==> config.mk <==
export PLATFORM = sky130hd
export DESIGN_NAME = note_arpeggiator_core
export DESIGN_NICKNAME = d
export VERILOG_FILES = /design/src/rtl/arp_pkg.sv /design/src/rtl/arp_rem_div.sv /design/src/rtl/arp_datapath.sv /design/src/rtl/arp_ctrl.sv /design/src/rtl/note_arpeggiator_core.sv
export SDC_FILE = /design/constraint.sdc
export NUM_CORES = 1
export LEC_CHECK = 0
export BUFFER_PORTS_ARGS = -buffer_cell sky130_fd_sc_hd__clkbuf_2
export CORE_MARGIN = 1
export CORE_UTILIZATION = 59
export CTS_CLUSTER_DIAMETER = 200
export CTS_CLUSTER_SIZE = 8
export DETAILED_ROUTE_END_ITERATION = 12
export GPL_ROUTABILITY_DRIVEN = 0
export HOLD_SLACK_MARGIN = 0.03
export PLACE_DENSITY = 0.74
export SKIP_LAST_GASP = 1
export SLEW_MARGIN = 20
export SYNTH_ARGS = -nofsm -noshare
export SYNTH_HDL_FRONTEND = slang
export SYNTH_SLANG_ARGS = --single-unit
==> constraint.sdc <==
create_clock -name clock -period 10.75 [get_ports clock]
set_input_delay 2.15 -clock clock [delete_from_list [all_inputs] [get_ports clock]]
set_output_delay 2.15 -clock clock [all_outputs]
set_load 0.01 [all_outputs]
==> src/rtl/arp_pkg.sv <==
`timescale 1ns / 1ps
package arp_pkg;

   localparam int unsigned NOTE_W     = 7;
   localparam int unsigned DUR_W      = 16;
   localparam int unsigned CNT_W      = 13;
   localparam int unsigned OFF_W      = 12;
   localparam int unsigned TOTAL_W    = 17;
   localparam int unsigned OFFCALC_W  = 18;
   localparam int unsigned DIV_STEP_W = 5;

   localparam int unsigned CSR_ADDR_W = 3;
   localparam int unsigned CSR_DATA_W = 32;

   localparam logic [DUR_W-1:0] DURATION_RESET = 16'd24000;

   localparam logic [0:0] REG_NOTE_DURATION = 1'b0;

   localparam logic [1:0] ACT_PRESS   = 2'd0;
   localparam logic [1:0] ACT_RELEASE = 2'd1;
   localparam logic [1:0] ACT_BLOCK   = 2'd2;

   typedef struct packed {
      logic [1:0]        action;
      logic [NOTE_W-1:0] note_number;
      logic [CNT_W-1:0]  num_samples;
   } req_type;

   typedef struct packed {
      logic              is_note_on;
      logic [NOTE_W-1:0] out_note;
      logic [OFF_W-1:0]  sample_offset;
      logic              last_of_run;
   } rsp_type;

   typedef struct packed {
      logic load;
      logic ptr_inc;
      logic rd_ptr;
      logic shf_top;
      logic shf_next;
      logic rd_shf_lo;
      logic rd_shf;
      logic wr_up;
      logic wr_down;
      logic wr_ins;
      logic cnt_dec;
      logic blk_setup;
      logic div_time;
      logic time_store;
      logic div_idx;
      logic idx_store;
      logic emit_off;
      logic emit_on;
      logic emit_last;
   } cmd_type;

   typedef struct packed {
      logic [1:0] action;
      logic       scan_end;
      logic       shf_at_ptr;
      logic       shf_at_end;
      logic       rd_eq;
      logic       rd_gt;
      logic       full;
      logic       div_done;
      logic       fire;
      logic       count_zero;
      logic       snd_valid;
   } stat_type;

endpackage

==> src/rtl/arp_rem_div.sv <==
`timescale 1ns / 1ps
module arp_rem_div (
   input  logic                          clock,
   input  logic                          reset,
   input  logic                          start,
   input  logic [arp_pkg::TOTAL_W-1:0]   dividend,
   input  logic [arp_pkg::DUR_W-1:0]     divisor,
   output logic                          done,
   output logic [arp_pkg::DUR_W-1:0]     remainder
);

   logic [arp_pkg::TOTAL_W-1:0]    num_ff, num_in;
   logic [arp_pkg::DUR_W-1:0]      den_ff, den_in;
   logic [arp_pkg::DUR_W-1:0]      rem_ff, rem_in;
   logic [arp_pkg::DIV_STEP_W-1:0] step_ff, step_in;
   logic                           run_ff, run_in;
   logic                           done_ff, done_in;
   logic [arp_pkg::TOTAL_W-1:0]    trial;
   logic [arp_pkg::TOTAL_W-1:0]    diff;

   always_comb begin
      trial   = {rem_ff, num_ff[arp_pkg::TOTAL_W-1]};
      diff    = trial - {1'b0, den_ff};
      num_in  = num_ff;
      den_in  = den_ff;
      rem_in  = rem_ff;
      step_in = step_ff;
      run_in  = run_ff;
      done_in = 1'b0;
      if (start) begin
         num_in  = dividend;
         den_in  = divisor;
         rem_in  = '0;
         step_in = 5'(arp_pkg::TOTAL_W);
         run_in  = 1'b1;
      end else if (run_ff) begin
         num_in  = {num_ff[arp_pkg::TOTAL_W-2:0], 1'b0};
         rem_in  = (trial >= {1'b0, den_ff}) ? diff[arp_pkg::DUR_W-1:0]
                                             : trial[arp_pkg::DUR_W-1:0];
         step_in = step_ff - 5'd1;
         if (step_ff == 5'd1) begin
            run_in  = 1'b0;
            done_in = 1'b1;
         end
      end
   end

   always_ff @(posedge clock) begin
      if (reset) begin
         step_ff <= '0;
         run_ff  <= 1'b0;
         done_ff <= 1'b0;
      end else begin
         step_ff <= step_in;
         run_ff  <= run_in;
         done_ff <= done_in;
      end
      num_ff <= num_in;
      den_ff <= den_in;
      rem_ff <= rem_in;
   end

   assign done      = done_ff;
   assign remainder = rem_ff;

endmodule

==> src/rtl/arp_datapath.sv <==
`timescale 1ns / 1ps
module arp_datapath #(
   parameter int unsigned MAX_HELD  = 16,
   parameter int unsigned MAX_BLOCK = 4096
) (
   input  logic                        clock,
   input  logic                        reset,
   input  arp_pkg::cmd_type            cmd,
   output arp_pkg::stat_type           stat,
   input  arp_pkg::req_type            req_data,
   input  logic                        cfg_we,
   input  logic [arp_pkg::DUR_W-1:0]   cfg_wdata,
   output logic [arp_pkg::DUR_W-1:0]   cfg_duration,
   output logic                        rsp_strobe,
   output arp_pkg::rsp_type            rsp_data
);

   localparam int unsigned IW = $clog2(MAX_HELD);
   localparam int unsigned CW = $clog2(MAX_HELD + 1);
   localparam logic signed [arp_pkg::OFFCALC_W-1:0] OFF_CAP =
      arp_pkg::OFFCALC_W'(MAX_BLOCK - 1);

   logic [arp_pkg::NOTE_W-1:0] held_mem [MAX_HELD];

   logic [arp_pkg::DUR_W-1:0]   dur_ff, dur_in;
   logic [1:0]                  action_ff, action_in;
   logic [arp_pkg::NOTE_W-1:0]  note_ff, note_in;
   logic [arp_pkg::CNT_W-1:0]   samples_ff, samples_in;
   logic [CW-1:0]               ptr_ff, ptr_in;
   logic [CW-1:0]               shf_ff, shf_in;
   logic [CW-1:0]               count_ff, count_in;
   logic [IW-1:0]               step_ff, step_in;
   logic [arp_pkg::NOTE_W-1:0]  snd_note_ff, snd_note_in;
   logic                        snd_valid_ff, snd_valid_in;
   logic [arp_pkg::DUR_W-1:0]   time_ff, time_in;
   logic [arp_pkg::TOTAL_W-1:0] total_ff, total_in;
   logic                        fire_ff, fire_in;
   logic [arp_pkg::OFF_W-1:0]   off_ff, off_in;
   logic [arp_pkg::NOTE_W-1:0]  rd_data_ff;
   logic                        rsp_strobe_ff, rsp_strobe_in;
   arp_pkg::rsp_type            rsp_data_ff, rsp_data_in;

   logic [arp_pkg::DUR_W-1:0]   dur_eff;
   logic [CW-1:0]               shf_lo;
   logic [CW-1:0]               idx_next;
   logic                        rd_en;
   logic [IW-1:0]               rd_addr;
   logic                        wr_en;
   logic [IW-1:0]               wr_addr;
   logic [arp_pkg::NOTE_W-1:0]  wr_data;
   logic                        div_start;
   logic [arp_pkg::TOTAL_W-1:0] div_dividend;
   logic [arp_pkg::DUR_W-1:0]   div_divisor;
   logic                        div_done;
   logic [arp_pkg::DUR_W-1:0]   div_rem;
   logic signed [arp_pkg::OFFCALC_W-1:0] off_diff;
   logic signed [arp_pkg::OFFCALC_W-1:0] off_hi;
   logic signed [arp_pkg::OFFCALC_W-1:0] off_a;
   logic signed [arp_pkg::OFFCALC_W-1:0] off_b;
   logic signed [arp_pkg::OFFCALC_W-1:0] off_c;

   assign dur_eff  = (dur_ff == '0) ? 16'd1 : dur_ff;
   assign shf_lo   = shf_ff - CW'(1);
   assign idx_next = CW'(step_ff) + CW'(1);

   assign div_start    = cmd.div_time | cmd.div_idx;
   assign div_dividend = cmd.div_idx ? 17'(idx_next) : total_ff;
   assign div_divisor  = cmd.div_idx ? 16'(count_ff) : dur_eff;

   arp_rem_div u_rem_div (
      .clock     (clock),
      .reset     (reset),
      .start     (div_start),
      .dividend  (div_dividend),
      .divisor   (div_divisor),
      .done      (div_done),
      .remainder (div_rem)
   );

   always_comb begin
      off_diff = $signed({2'b00, dur_eff}) - $signed({2'b00, time_ff});
      off_hi   = $signed({5'b00000, samples_ff}) - 18'sd1;
      off_a    = (off_diff > off_hi) ? off_hi : off_diff;
      off_b    = (off_a < 18'sd0) ? 18'sd0 : off_a;
      off_c    = (off_b > OFF_CAP) ? OFF_CAP : off_b;
   end

   always_comb begin
      rd_en   = cmd.rd_ptr | cmd.rd_shf_lo | cmd.rd_shf | cmd.idx_store;
      rd_addr = ptr_ff[IW-1:0];
      priority if (cmd.rd_shf_lo) begin
         rd_addr = shf_lo[IW-1:0];
      end else if (cmd.rd_shf) begin
         rd_addr = shf_ff[IW-1:0];
      end else if (cmd.idx_store) begin
         rd_addr = div_rem[IW-1:0];
      end else begin
         rd_addr = ptr_ff[IW-1:0];
      end

      wr_en   = cmd.wr_up | cmd.wr_down | cmd.wr_ins;
      wr_data = cmd.wr_ins ? note_ff : rd_data_ff;
      priority if (cmd.wr_up) begin
         wr_addr = shf_ff[IW-1:0];
      end else if (cmd.wr_down) begin
         wr_addr = shf_lo[IW-1:0];
      end else begin
         wr_addr = ptr_ff[IW-1:0];
      end
   end

   always_comb begin
      dur_in        = cfg_we ? cfg_wdata : dur_ff;
      action_in     = action_ff;
      note_in       = note_ff;
      samples_in    = samples_ff;
      ptr_in        = ptr_ff;
      shf_in        = shf_ff;
      count_in      = count_ff;
      step_in       = step_ff;
      snd_note_in   = snd_note_ff;
      snd_valid_in  = snd_valid_ff;
      time_in       = time_ff;
      total_in      = total_ff;
      fire_in       = fire_ff;
      off_in        = off_ff;
      rsp_strobe_in = cmd.emit_off | cmd.emit_on;
      rsp_data_in   = rsp_data_ff;

      if (cmd.load) begin
         action_in  = req_data.action;
         note_in    = req_data.note_number;
         samples_in = req_data.num_samples;
         ptr_in     = '0;
      end
      if (cmd.ptr_inc) begin
         ptr_in = ptr_ff + CW'(1);
      end

      priority if (cmd.shf_top) begin
         shf_in = count_ff;
      end else if (cmd.shf_next) begin
         shf_in = ptr_ff + CW'(1);
      end else if (cmd.wr_up) begin
         shf_in = shf_lo;
      end else if (cmd.wr_down) begin
         shf_in = shf_ff + CW'(1);
      end else begin
         shf_in = shf_ff;
      end

      if (cmd.wr_ins) begin
         count_in = count_ff + CW'(1);
      end else if (cmd.cnt_dec) begin
         count_in = count_ff - CW'(1);
      end

      if (cmd.blk_setup) begin
         total_in = {1'b0, time_ff} + 17'(samples_ff);
         fire_in  = total_in >= {1'b0, dur_eff};
         off_in   = off_c[arp_pkg::OFF_W-1:0];
      end
      if (cmd.time_store) begin
         time_in = div_rem;
      end
      if (cmd.idx_store) begin
         step_in = div_rem[IW-1:0];
      end

      if (cmd.emit_off) begin
         snd_valid_in = 1'b0;
      end
      if (cmd.emit_on) begin
         snd_valid_in = 1'b1;
         snd_note_in  = rd_data_ff;
      end

      if (rsp_strobe_in) begin
         rsp_data_in.is_note_on    = cmd.emit_on;
         rsp_data_in.out_note      = cmd.emit_on ? rd_data_ff : snd_note_ff;
         rsp_data_in.sample_offset = off_ff;
         rsp_data_in.last_of_run   = cmd.emit_last;
      end
   end

   always_ff @(posedge clock) begin
      if (wr_en) begin
         held_mem[wr_addr] <= wr_data;
      end
      if (rd_en) begin
         rd_data_ff <= held_mem[rd_addr];
      end
   end

   always_ff @(posedge clock) begin
      if (reset) begin
         dur_ff        <= arp_pkg::DURATION_RESET;
         count_ff      <= '0;
         step_ff       <= '0;
         snd_note_ff   <= '0;
         snd_valid_ff  <= 1'b0;
         time_ff       <= '0;
         rsp_strobe_ff <= 1'b0;
      end else begin
         dur_ff        <= dur_in;
         count_ff      <= count_in;
         step_ff       <= step_in;
         snd_note_ff   <= snd_note_in;
         snd_valid_ff  <= snd_valid_in;
         time_ff       <= time_in;
         rsp_strobe_ff <= rsp_strobe_in;
      end
      action_ff   <= action_in;
      note_ff     <= note_in;
      samples_ff  <= samples_in;
      ptr_ff      <= ptr_in;
      shf_ff      <= shf_in;
      total_ff    <= total_in;
      fire_ff     <= fire_in;
      off_ff      <= off_in;
      rsp_data_ff <= rsp_data_in;
   end

   always_comb begin
      stat.action     = action_ff;
      stat.scan_end   = (ptr_ff == count_ff);
      stat.shf_at_ptr = (shf_ff == ptr_ff);
      stat.shf_at_end = (shf_ff == count_ff);
      stat.rd_eq      = (rd_data_ff == note_ff);
      stat.rd_gt      = (rd_data_ff > note_ff);
      stat.full       = (count_ff == CW'(MAX_HELD));
      stat.div_done   = div_done;
      stat.fire       = fire_ff;
      stat.count_zero = (count_ff == '0);
      stat.snd_valid  = snd_valid_ff;
   end

   assign cfg_duration = dur_ff;
   assign rsp_strobe   = rsp_strobe_ff;
   assign rsp_data     = rsp_data_ff;

endmodule

==> src/rtl/arp_ctrl.sv <==
`timescale 1ns / 1ps
module arp_ctrl (
   input  logic               clock,
   input  logic               reset,
   input  logic               start,
   output logic               busy,
   input  arp_pkg::stat_type  stat,
   output arp_pkg::cmd_type   cmd
);

   typedef enum logic [3:0] {
      S_IDLE,
      S_DECODE,
      S_SCAN_RD,
      S_SCAN_CHK,
      S_INS_RD,
      S_INS_WR,
      S_REM_RD,
      S_REM_WR,
      S_BLK,
      S_DIV_T,
      S_WAIT_T,
      S_DIV_I,
      S_WAIT_I,
      S_RD_I,
      S_EMIT_ON,
      S_EMIT_OFF
   } state_type;

   state_type state_ff, state_in;
   logic      busy_ff, busy_in;
   logic      is_press;
   logic      is_scan;

   assign is_press = (stat.action == arp_pkg::ACT_PRESS);
   assign is_scan  = is_press || (stat.action == arp_pkg::ACT_RELEASE);

   always_comb begin
      cmd      = '0;
      state_in = state_ff;
      unique case (state_ff)
         S_IDLE: begin
            if (start) begin
               cmd.load = 1'b1;
               state_in = S_DECODE;
            end
         end
         S_DECODE: begin
            if (is_scan) begin
               state_in = S_SCAN_RD;
            end else if (stat.action == arp_pkg::ACT_BLOCK) begin
               state_in = S_BLK;
            end else begin
               state_in = S_IDLE;
            end
         end
         S_SCAN_RD: begin
            if (stat.scan_end) begin
               if (is_press && !stat.full) begin
                  cmd.shf_top = 1'b1;
                  state_in    = S_INS_RD;
               end else begin
                  state_in = S_IDLE;
               end
            end else begin
               cmd.rd_ptr = 1'b1;
               state_in   = S_SCAN_CHK;
            end
         end
         S_SCAN_CHK: begin
            if (stat.rd_eq) begin
               if (is_press) begin
                  state_in = S_IDLE;
               end else begin
                  cmd.shf_next = 1'b1;
                  state_in     = S_REM_RD;
               end
            end else if (stat.rd_gt && is_press) begin
               if (stat.full) begin
                  state_in = S_IDLE;
               end else begin
                  cmd.shf_top = 1'b1;
                  state_in    = S_INS_RD;
               end
            end else begin
               cmd.ptr_inc = 1'b1;
               state_in    = S_SCAN_RD;
            end
         end
         S_INS_RD: begin
            if (stat.shf_at_ptr) begin
               cmd.wr_ins = 1'b1;
               state_in   = S_IDLE;
            end else begin
               cmd.rd_shf_lo = 1'b1;
               state_in      = S_INS_WR;
            end
         end
         S_INS_WR: begin
            cmd.wr_up = 1'b1;
            state_in  = S_INS_RD;
         end
         S_REM_RD: begin
            if (stat.shf_at_end) begin
               cmd.cnt_dec = 1'b1;
               state_in    = S_IDLE;
            end else begin
               cmd.rd_shf = 1'b1;
               state_in   = S_REM_WR;
            end
         end
         S_REM_WR: begin
            cmd.wr_down = 1'b1;
            state_in    = S_REM_RD;
         end
         S_BLK: begin
            cmd.blk_setup = 1'b1;
            state_in      = S_DIV_T;
         end
         S_DIV_T: begin
            cmd.div_time = 1'b1;
            state_in     = S_WAIT_T;
         end
         S_WAIT_T: begin
            if (stat.div_done) begin
               cmd.time_store = 1'b1;
               if (!stat.fire) begin
                  state_in = S_IDLE;
               end else if (!stat.count_zero) begin
                  state_in = S_DIV_I;
               end else if (stat.snd_valid) begin
                  state_in = S_EMIT_OFF;
               end else begin
                  state_in = S_IDLE;
               end
            end
         end
         S_DIV_I: begin
            cmd.div_idx = 1'b1;
            state_in    = S_WAIT_I;
         end
         S_WAIT_I: begin
            if (stat.div_done) begin
               cmd.idx_store = 1'b1;
               state_in      = S_RD_I;
            end
         end
         S_RD_I: begin
            cmd.emit_off = stat.snd_valid;
            state_in     = S_EMIT_ON;
         end
         S_EMIT_ON: begin
            cmd.emit_on   = 1'b1;
            cmd.emit_last = 1'b1;
            state_in      = S_IDLE;
         end
         S_EMIT_OFF: begin
            cmd.emit_off  = 1'b1;
            cmd.emit_last = 1'b1;
            state_in      = S_IDLE;
         end
         default: begin
            state_in = S_IDLE;
         end
      endcase
      busy_in = (state_in != S_IDLE);
   end

   always_ff @(posedge clock) begin
      if (reset) begin
         state_ff <= S_IDLE;
         busy_ff  <= 1'b0;
      end else begin
         state_ff <= state_in;
         busy_ff  <= busy_in;
      end
   end

   assign busy = busy_ff;

endmodule

==> src/rtl/note_arpeggiator_core.sv <==
`timescale 1ns / 1ps
// Up-arpeggiator core.
// Input channel: a word on req_data is taken at a clock edge with start high
// and busy low. A press word adds its note, unless held already or the set is
// full, to an ascending set of held notes, a release word removes it, an
// end-of-block word advances the step timer by num_samples and may fire a step.
// Result channel: each event word sits on rsp_data for one cycle with
// rsp_strobe high; the receiver cannot hold it off. A fired step gives a
// note-off for the sounding note (if any), then a note-on for the next held
// note, in back-to-back cycles; last_of_run marks the final one.
// Sequencing: press and release walk the note memory, reading entries for the
// search and reading and writing each moved entry; searched and moved entries
// together never exceed the held count. End of block runs the remainder unit
// (17 steps, then a done strobe) for the timer and, when a step fires with
// notes held, again for the step index. One word is in work at a time.
// Configuration: APB register 0 (note_duration) at byte address 0.
// Reset: set empty, timer zero, no note sounding, duration 24000; the held
// note memory needs no clearing.
module note_arpeggiator_core #(
   parameter int unsigned MAX_HELD  = 16,
   parameter int unsigned MAX_BLOCK = 4096
) (
   input  logic                             clock,
   input  logic                             reset,
   input  logic                             start,
   output logic                             busy,
   input  arp_pkg::req_type                 req_data,
   output logic                             rsp_strobe,
   output arp_pkg::rsp_type                 rsp_data,
   input  logic                             psel,
   input  logic                             penable,
   input  logic                             pwrite,
   input  logic [arp_pkg::CSR_ADDR_W-1:0]   paddr,
   input  logic [arp_pkg::CSR_DATA_W-1:0]   pwdata,
   output logic [arp_pkg::CSR_DATA_W-1:0]   prdata,
   output logic                             pready
);

   arp_pkg::cmd_type            cmd;
   arp_pkg::stat_type           stat;
   logic                        csr_we;
   logic                        csr_hit;
   logic [arp_pkg::DUR_W-1:0]   csr_duration;

   assign csr_hit = (paddr[arp_pkg::CSR_ADDR_W-1:2] == arp_pkg::REG_NOTE_DURATION);
   assign csr_we  = psel & penable & pwrite & csr_hit;
   assign prdata  = csr_hit ? 32'(csr_duration) : '0;
   assign pready  = 1'b1;

   arp_ctrl u_ctrl (
      .clock (clock),
      .reset (reset),
      .start (start),
      .busy  (busy),
      .stat  (stat),
      .cmd   (cmd)
   );

   arp_datapath #(
      .MAX_HELD  (MAX_HELD),
      .MAX_BLOCK (MAX_BLOCK)
   ) u_datapath (
      .clock        (clock),
      .reset        (reset),
      .cmd          (cmd),
      .stat         (stat),
      .req_data     (req_data),
      .cfg_we       (csr_we),
      .cfg_wdata    (pwdata[arp_pkg::DUR_W-1:0]),
      .cfg_duration (csr_duration),
      .rsp_strobe   (rsp_strobe),
      .rsp_data     (rsp_data)
   );

endmodule

==> results.toml, run 1 <==
[sta]
fin_skew_ns = 0.03976
grt_setup_unrepaired = "no"
hold_viol = 0
final-max-slew-violation-count = 0
finalSetupTns_ns = 0
max_freq_mhz = 181.7
period_share_pct = 51.21
setup_viol_count_final = 0
period_minus_slack_ns = 5.505
max-slew-margin-rel_pct = 28.47
worstMarginPinSlew_ns = 1.070

[outcome]
outcome = "complete, no violations"

[floorplanning]
die_area_mm2 = 0.02905
start_util_pct = 60.10
io_pins = 119
die_width_um = 170.5
row_count = 61
core_area_mm2 = 0.02786
die_h_um = 170.5

[synthesis]
synth_top_cell_by_area = "edfxtp_1"
async_reset_ff_share_pct = 0
synth-main-ff-cell = "edfxtp_1"
yosysMostFrequentCell = "edfxtp_1"
synth_edf_count = 235
synth_seq_area_share_pct = 51.48
netlist.area_leader.share_pct = 42.15
syn_inst = 1593
syn_area_mm2 = 0.01674
synthTopCellsByCount = "edfxtp_1 (235), nand2_1 (165), nor2_1 (123), a21oi_1 (102), ha_1 (95)"
postSynthAreaPerCell_um2 = 10.51
ys_ff_latch = 313
yosysWarnings = 0
synth_cell_types = 81
yosys-top-cells-area = "edfxtp_1 (42%), dfxtp_1 (9.3%), ha_1 (7.1%), nand2_1 (3.7%), xnor2_1 (3.3%)"

[clock_tree]
clock_sinks = 313
cts_setup_buffers = 0
h-tree-depth = 2
hold_buffers = 0
root_buffer = "clkbuf_16"
cts.reportedPaths.clkPinSlew_ns = 0.05
cts_tree = "done"
cts_made_buffers = 45
clk_latency_ns = 0.56
cts_resized = 0
clock_path_buffers = 3

[detailed_routing]
drt_iter0_drc = 1149
routed_wl_um = 39710
drc = 0
detail_route.wl_per_cell_um = 19.22
num_vias = 12356
ant_nets = 0
routed_via_density = 5.981
dr.pass1.iters = 5

[global_route]
grt_max_degree = 63
grt-ovfl-total = 0
grt_pass1_vias = 11569
grt_pass1_wl_um = 61800
track_usage_pct = 27.68
antenna_found_initial = 0

[worst_setup_path]
worst_ep_arrival_time_ns = 5.73
start_kind = "flop"
crit_type = "reg -> reg"
crit_path_end_kind = "flop"
required_ns = 10.98
crit_path_start = "u_datapath.cfg_duration[9]$_SDFFE_PP0P_"
crit_fanout = 25
rr_startpoint = "u_datapath.cfg_duration[9]$_SDFFE_PP0P_"

[placed_design]
dp_cells = 1983
io_buffers = 83
post-dp-hpwl_um = 27430

[power]
powerDensity_mw_per_mm2 = 179.0
seqPwrFrac_pct = 42.5
irDropWorstVdd_v = 0.0001280
pwr-share-clk_pct = 39.6
power.switching_uw = 936.8
power_frac_comb_pct = 17.9
intPower_uw = 2406
leakage_uw = 0.007062
swShare_pct = 28.03

[cells_and_area]
fin_nets = 1813
nFillCells = 2070
antenna_cells = 0
finalNonFillerCells = 2066
syn_to_final_growth_pct = 11.54
drive_gt1_share_pct = 12.68

[run]
maxCapViolCount = 0

[hold_path]
min_from = "u_datapath.off_ff[9]$_SDFFCE_PN1P_"
min_path_type = "reg -> reg"
[area by class of cell]
| class | count | area, um2 | share of cell area [%] |
|---|---|---|---|
| Sequential cell | 313 | 8620 | 46.16 |
| Inverter | 90 | 337.8 | 1.809 |
| Tap cell | 378 | 473.0 | 2.533 |
| Clock buffer | 79 | 1254 | 6.714 |
| Multi-Input combinational cell | 1103 | 7366 | 39.44 |
| Timing Repair Buffer | 99 | 535.5 | 2.868 |
| Clock inverter | 4 | 88.84 | 0.4757 |
[power by group through the flow]
| stage | logic, uW | registers [uW] | clock network [uW] |
|---|---|---|---|
| after floorplan | 486 | 1410 | 0 |
| after global placement | 573 | 1440 | 0 |
| after CTS | 595 | 1420 | 1340 |
| after detailed placement | 588 | 1440 | 0 |
| after global routing | 670 | 1420 | 1390 |
| final | 600 | 1420 | 1320 |
[placed cells by master (no fill, tap or decap), types with 9 or more instances in the layout]
| cell | synthesis | final |
|---|---|---|
| or3_1 | 11 | 11 |
| o21ai_0 | 73 | 73 |
| ha_1 | 95 | 95 |
| a21o_1 | 17 | 17 |
| a31oi_1 | 12 | 12 |
| clkbuf_1 | 55 | 34 |
| inv_1 | 88 | 87 |
| a21oi_1 | 102 | 102 |
| dfxtp_1 | 78 | 77 |
| conb_1 | 2 | 17 |
| nor2b_1 | 17 | 17 |
| nand3_1 | 41 | 41 |
| a211oi_1 | 13 | 13 |
| clkbuf_2 | 0 | 83 |
| o211ai_1 | 17 | 17 |
| mux2_2 | 44 | 44 |
| o2111ai_1 | 18 | 18 |
| clkbuf_16 | 0 | 45 |
| nand2b_1 | 9 | 9 |
| xor2_1 | 21 | 21 |
| nor2_1 | 123 | 123 |
| buf_4 | 21 | 16 |
| edfxtp_1 | 235 | 235 |
| o22ai_1 | 15 | 15 |
| mux2i_1 | 23 | 23 |
| nor3_1 | 37 | 37 |
| nand4_1 | 28 | 28 |
| nor4_1 | 11 | 11 |
| o21a_1 | 15 | 15 |
| nand3b_1 | 15 | 15 |
| xnor2_1 | 63 | 63 |
| nand2_1 | 165 | 165 |
| o21bai_1 | 9 | 9 |
[stage by stage]
stage               setup slack [ns]  utilization [%]  hold slack (ns)  cell area [um2]  power [uW]
finish                         5.245            67.03           0.4300            18670        3343
CTS                            5.043            66.99           0.4245            18660        3352
global placement               5.241            62.17           0.4300            17320        2013
detailed placement             5.167            62.17           0.4054            17320        2028
global route                   4.749            67.03           0.4365            18670        3488
floorplan                      5.826                -           0.4003            16800        1896
[cells by family after synthesis]
family	after synthesis	synth area share [%]
AO/OA/AOI/OAI	337	12.86
adder cells (fa/ha/maj)	98	7.458
buffers and inverters	192	4.970
XOR/XNOR	84	4.394
flip-flops	313	51.48
AND/OR/NAND/NOR	497	14.24
other	2	0.04486
multiplexers	70	4.559
[metal layers]
layer / global-route usage [%] / vias to the layer above / wire length [um]
met4: 8.265 / 0 / 928
met1: 40.32 / 5896 / 18110
met2: 41.16 / 518 / 17280
met5: 0 / - / 0
met3: 6.186 / 70 / 3387
li1: - / 5872 / -
[path summary, 6_finish.rpt]
| kind | slack, ns | cells after the start | to |
|---|---|---|---|
| setup reg to reg | 5.25 | 18 | u_datapath.off_ff[11]$_SDFFCE_PN1P_ |
| hold / removal | 0.43 | 0 | u_datapath.rsp_data[10]$_DFFE_PP_ |
| setup / recovery | 5.25 | 18 | u_datapath.off_ff[11]$_SDFFCE_PN1P_ |
| hold reg to reg | 0.43 | 0 | u_datapath.rsp_data[10]$_DFFE_PP_ |
[worst max-delay path, stage by stage, from the launching register on]
cell	delay, ns
dfxtp_1	0.34
nor4_1	0.41
a41oi_1	0.29
ha_1	0.29
a21boi_0	0.29
nor4_2	0.12
nor4_1	0.34
o311ai_1	0.18
o21ai_0	0.22
xor2_1	0.33
ha_1	0.31
nand4_1	0.12
nor3_1	0.09
o31ai_1	0.08
nand4b_1	0.15
o31a_1	0.51
or2_1	0.35
o41ai_4	0.59
a21oi_1	0.17
[state kept, by name, summed over array words and instances (netlist names), 5 cells and up]
name and flops:
u_datapath.cfg_duration 16, u_datapath.rsp_data 21, u_datapath.total_ff 17, u_datapath.shf_ff 5
u_datapath.u_rem_div.step_ff 5, u_datapath.u_rem_div.remainder 16, u_datapath.held_mem 112, u_datapath.rd_data_ff 7
u_datapath.samples_ff 13, u_datapath.time_ff 16, u_datapath.count_ff 5, u_datapath.note_ff 7
u_datapath.u_rem_div.den_ff 16, u_datapath.off_ff 12, u_datapath.u_rem_div.num_ff 17, u_datapath.ptr_ff 5
u_datapath.snd_note_ff 7
No activity file was read; power rests on OpenSTA's default activity.
==> run 2: changes to the inputs <==
Settings changed: CORE_UTILIZATION 59 to 55, PLACE_DENSITY 0.74 to 0.73.
Clock period 10.75 ns to 5 ns, I/O delays scaled along.
==> run 2 against run 1 <==
  * Critical path depth increased by 3
  * Global-route usage decreased by 1.9 points
  * Non-clock buffer count increased by 11
  * Combinational power increased by 120%
  * Critical path type unchanged
  * Critical endpoint is now u_datapath.off_ff[10]$_SDFFCE_PN1P_
  * Largest cell class unchanged
  * Largest power group unchanged
==> results.toml, run 2 (synthesis gave the netlist of run 1 again) <==
[outcome]
outcome = "complete, no violations"

[floorplanning]
die_width_um = 176.5
die_area_mm2 = 0.03114
io_pins = 119
core_area_mm2 = 0.02980
row_count = 63
die_h_um = 176.5
start_util_pct = 56.19

[worst_setup_path]
worstRegToRegCells = 21
start_kind = "flop"
crit_path_end_kind = "flop"
crit_fanout = 12
worst_ep_arrival_time_ns = 5.05
required_ns = 5.27
crit_type = "reg -> reg"

[cells_and_area]
mostFrequentLayoutCell = "edfxtp_1"
layout_common_cells = "edfxtp_1 (235), nand2_1 (165), nor2_1 (122)"
drive_gt1_share_pct = 13.35
regMostFlops = "u_datapath.held_mem"
syn_to_final_growth_pct = 12.18
fin_nets = 1824
nFillCells = 2403
largest_register_ffs = 112

[sta]
hold_viol = 0
max-slew-margin-rel_pct = 27.06
final-max-slew-violation-count = 0
max_freq_mhz = 209.3
fin_skew_ns = 0.03594
finalSetupTns_ns = 0
period_share_pct = 95.58
setup_viol_count_final = 0
grt_setup_unrepaired = "no"
worstMarginPinSlew_ns = 1.094
period_minus_slack_ns = 4.779
hold_ws_ns = 0.4199

[detailed_routing]
num_vias = 12310
drc = 0
dr.pass1.iters = 5
drt_iter0_drc = 1111
routed_via_density = 5.887
ant_nets = 0
routed_wl_um = 40430
detail_route.wl_per_cell_um = 19.34

[global_route]
track_usage_pct = 25.79
grt_pass1_vias = 11691
grt_pass1_wl_um = 62420
grt_max_degree = 42
grt-ovfl-total = 0
antenna_found_initial = 1

[clock_tree]
clock_path_buffers = 3
cts_tree = "done"
clk_latency_ns = 0.56
root_buffer = "clkbuf_16"
h-tree-depth = 2
clock_sinks = 313
cts_made_buffers = 45
cts.reportedPaths.clkPinSlew_ns = 0.05

[placed_design]
io_buffers = 83
post-dp-hpwl_um = 28340

[hold_path]
min_path_type = "reg -> reg"
whs_path_depth = 0

[run]
maxCapViolCount = 0

[power]
leakage_uw = 0.007126
irDropWorstVdd_v = 0.0002783
powerDensity_mw_per_mm2 = 384.2
## run 2: changes by cell type in the layout (fill, tap and decap cells not counted), sizes merged
| cell | delta |
|---|---|
| clkinv | -1 |
| clkbuf | +1 |
| diode | +1 |
| buf | +11 |
| inv | +1 |
## run 2: per-layer routing
| metal | routed length (um) | track usage, % | vias to the layer above |
|---|---|---|---|
| met5 | 0 | 0 | - |
| met4 | 938 | 7.256 | 0 |
| met3 | 3318 | 4.608 | 70 |
| met2 | 18030 | 39.78 | 499 |
| met1 | 18150 | 37.23 | 5847 |
| li1 | - | - | 5894 |
## run 2: layout make-up
cell class | count | area [um2] | share of cell area [%]
Clock inverter | 4 | 88.84 | 0.4730
Sequential cell | 313 | 8618 | 45.89
Inverter | 90 | 337.8 | 1.799
Multi-Input combinational cell | 1103 | 7371 | 39.24
Clock buffer | 80 | 1257 | 6.695
Timing Repair Buffer | 110 | 618.1 | 3.291
Antenna cell | 1 | 2.502 | 0.01332
Tap cell | 390 | 488.0 | 2.598
## run 2: path summary, 6_finish.rpt
kind / startpoint / endpoint / slack [ns]
min reg2reg: u_datapath.off_ff[1]$_SDFFCE_PN1P_ / u_datapath.rsp_data[2]$_DFFE_PP_ / 0.42
min: u_datapath.off_ff[1]$_SDFFCE_PN1P_ / u_datapath.rsp_data[2]$_DFFE_PP_ / 0.42
max: u_datapath.cfg_duration[1]$_SDFFE_PP0P_ / u_datapath.off_ff[10]$_SDFFCE_PN1P_ / 0.22
max reg2reg: u_datapath.cfg_duration[1]$_SDFFE_PP0P_ / u_datapath.off_ff[10]$_SDFFCE_PN1P_ / 0.22
## run 2: power breakdown
group / total [uW] / switching, uW / internal [uW]
clock network: 2860 / 1150 / 1710
logic: 1290 / 726 / 562
registers: 3070 / 161 / 2910
total: 7220 / 2040 / 5180
## run 2: critical path, stage by stage (launching register included)
cell,delay [ns]
dfxtp_1,0.31
nor4_1,0.44
a41oi_2,0.29
ha_1,0.30
inv_1,0.07
ha_1,0.16
nor2_1,0.04
a21oi_1,0.31
o211ai_1,0.20
a21boi_1,0.22
o21ai_0,0.11
a31oi_1,0.29
ha_1,0.31
nand4_1,0.11
nor3_1,0.08
o31ai_1,0.07
nand4b_1,0.15
o31a_1,0.27
or2_1,0.22
o41ai_2,0.25
buf_4,0.24
a21oi_1,0.09
## run 2: repair_timing
item / in CTS / in global routing
setup buffers: 0 / 0
resized for setup: 0 / 3
hold buffers: 0 / 0
setup endpoints to repair: 0 / 12
hold endpoints to repair: 0 / 0
## run 2: stage by stage
stage / worst slack (ns) / power (uW) / instance area, um2 / instances / util [%]
final: 0.2211 / 7216 / 18780 / 2091 / 63.03
after global routing: 0.01518 / 7519 / 18780 / 2090 / 63.03
after CTS: 0.03377 / 7237 / 18760 / 2090 / 62.97
after detailed placement: 0.1035 / 4382 / 17420 / 2006 / 58.45
after global placement: 0.2805 / 4349 / 17420 / 2006 / 58.45
after floorplan: 0.2100 / 4077 / 16800 / 1608 / -
==> run 3: changes to the inputs <==
Settings changed: CELL_PAD_IN_SITES_DETAIL_PLACEMENT from default to 1, CELL_PAD_IN_SITES_GLOBAL_PLACEMENT from default to 1, CORE_UTILIZATION 55 to 44.
==> run 3 against run 2 <==
  * Sequential cell count stayed put
  * Worst setup slack gained 0.030 ns
  * Count of clock-buffer cells in the layout down 1
  * Final cell count grew 6.0%
  * Sequential power is essentially flat
  * First-iteration DRC count shrank 41%
  * Global-route usage shrank 1.7 points
  * Critical endpoint is now u_datapath.off_ff[2]$_SDFFCE_PN1P_
==> results.toml, run 3 (synthesis gave the netlist of run 1 again) <==
[outcome]
outcome = "complete, no violations"

[sta]
max_freq_mhz = 210.6
final-max-slew-violation-count = 0
max-slew-margin-rel_pct = 35.52
finalSetupTns_ns = 0
fin_skew_ns = 0.01822
fin_ws_ns = 0.2506
worstMarginPinSlew_ns = 0.9662
setup_viol_count_final = 0
hold_viol = 0
period_share_pct = 94.99
period_minus_slack_ns = 4.749

[global_route]
grt-ovfl-total = 0
grt_pass1_vias = 12972
grt_pass1_wl_um = 71970
antenna_found_initial = 0
track_usage_pct = 24.12
grt_max_degree = 54

[floorplanning]
core_area_mm2 = 0.03758
die_width_um = 197.1
start_util_pct = 44.55
io_pins = 119
die_h_um = 197.1
row_count = 71
die_area_mm2 = 0.03883

[worst_setup_path]
crit_type = "reg -> reg"
required_ns = 5.31
crit_fanout = 12
r2r_end = "u_datapath.off_ff[2]$_SDFFCE_PN1P_"
crit_path_start = "u_datapath.cfg_duration[14]$_SDFFE_PP1P_"
crit_end = "u_datapath.off_ff[2]$_SDFFCE_PN1P_"
worst_ep_arrival_time_ns = 5.06
r2r_slack_ns = 0.25
worstRegToRegCells = 21
crit_path_end_kind = "flop"
start_kind = "flop"
rr_startpoint = "u_datapath.cfg_duration[14]$_SDFFE_PP1P_"
worst_path_max_delay_cell = "dfxtp_1"
cpPeakStageDelay_ns = 0.40
crit_chain = "nor3_1, a41oi_2, ha_2, inv_1, ha_1, nor2_1, a21oi_2, o211ai_1, a21boi_1, o31a_1, a31oi_1, ha_1, nand4_1, nor3_2, o31ai_1, nand4b_1, o31a_1, or2_1, o41ai_2, buf_4, a21oi_1"

[placed_design]
place_ws_ns = 0.1143
dp_cells = 2132
io_buffers = 83
post-dp-hpwl_um = 33170

[detailed_routing]
dr.pass1.iters = 5
routed_via_density = 5.611
num_vias = 12440
drt_iter0_drc = 655
detail_route.wl_per_cell_um = 20.87
drc = 0
ant_nets = 0
routed_wl_um = 46260

[cells_and_area]
fin_nets = 1831
multiInputGateArea_mm2 = 0.007413
largest_register_ffs = 112
finalNonFillerCells = 2217
syn_to_final_growth_pct = 13.56
layout_common_cells = "edfxtp_1 (235), nand2_1 (165), nor2_1 (122)"
nFillCells = 4135
drive_gt1_share_pct = 14.19
antenna_cells = 0
register_area_mm2 = 0.008620
regMostFlops = "u_datapath.held_mem"
mostFrequentLayoutCell = "edfxtp_1"

[run]
maxCapViolCount = 0

[power]
pwr-share-clk_pct = 39.4
power.switching_uw = 2098
seqPwrFrac_pct = 42.0
power_frac_comb_pct = 18.6
leakage_uw = 0.007150
irDropWorstVdd_v = 0.0002580
intPower_uw = 5189
swShare_pct = 28.79
powerDensity_mw_per_mm2 = 383.3

[clock_tree]
root_buffer = "clkbuf_16"
cts_tree = "done"
cts.reportedPaths.clkPinSlew_ns = 0.05
cts_made_buffers = 45
hold_buffers = 0
clk_latency_ns = 0.58
clock_sinks = 313
h-tree-depth = 2
clock_path_buffers = 3

[hold_path]
min_path_type = "reg -> reg"
-- run 3: critical path, delay by kind of cell (launching register included) --
kind / cells / cell delay [ns]
buffers and inverters: 2 / 0.30
AO/OA/AOI/OAI: 10 / 2.11
flip-flops: 1 / 0.40
AND/OR/NAND/NOR: 6 / 0.84
adder cells (fa/ha/maj): 3 / 0.81
-- run 3: metal layers --
metal | up-vias | GRT usage (%) | routed length (um)
met3 | 72 | 3.090 | 1673
met4 | 0 | 7.551 | 1110
met1 | 6209 | 29.46 | 19750
met2 | 255 | 43.96 | 23730
met5 | - | 0 | 0
li1 | 5904 | - | -
-- run 3: layout make-up --
type	instances	area share [%]
clock buffers	79	6.594
clock inverters	4	0.4080
inverters	90	1.777
multi-input cells	1103	38.99
flip-flops and latches	313	45.34
well taps	511	3.363
repair buffers	117	3.527
-- run 3: stage by stage --
step | total power [uW] | area, um2 | hold WS (ns) | util [%]
after floorplan | 4077 | 16800 | 0.4003 | -
after detailed placement | 4440 | 17610 | 0.4063 | 46.86
final | 7287 | 19010 | 0.4174 | 50.59
after CTS | 7336 | 18940 | 0.4205 | 50.40
after global routing | 7594 | 19010 | 0.4282 | 50.59
after global placement | 4387 | 17610 | 0.4038 | 46.86
-- run 3: repair_timing --
action,in CTS,in global routing
buffers inserted,0,1
resized for setup,0,12
setup endpoints to repair,0,12
-- run 3: worst min-delay path by stage --
stage / startpoint / to / slack, ns / cells after the start
6_report: u_datapath.off_ff[5]$_SDFFCE_PN1P_ / u_datapath.rsp_data[6]$_DFFE_PP_ / 0.42 / 0
5_1_grt: u_datapath.off_ff[5]$_SDFFCE_PN1P_ / u_datapath.rsp_data[6]$_DFFE_PP_ / 0.43 / 0
4_1_cts: u_datapath.off_ff[5]$_SDFFCE_PN1P_ / u_datapath.rsp_data[6]$_DFFE_PP_ / 0.42 / 0
3_5_place_dp: u_datapath.off_ff[5]$_SDFFCE_PN1P_ / u_datapath.rsp_data[6]$_DFFE_PP_ / 0.41 / 0
3_3_place_gp: u_datapath.off_ff[8]$_SDFFCE_PN1P_ / u_datapath.rsp_data[9]$_DFFE_PP_ / 0.40 / 0
2_1_floorplan: u_datapath.off_ff[9]$_SDFFCE_PN1P_ / u_datapath.rsp_data[10]$_DFFE_PP_ / 0.40 / 0
-- run 3: power groups by stage --
stage	Clock (uW)	Sequential, uW	Combinational (uW)
finish	2870	3060	1360
global route	3010	3070	1510
CTS	2930	3060	1350
detailed placement	0	3110	1330
global placement	0	3110	1280
floorplan	0	3030	1050
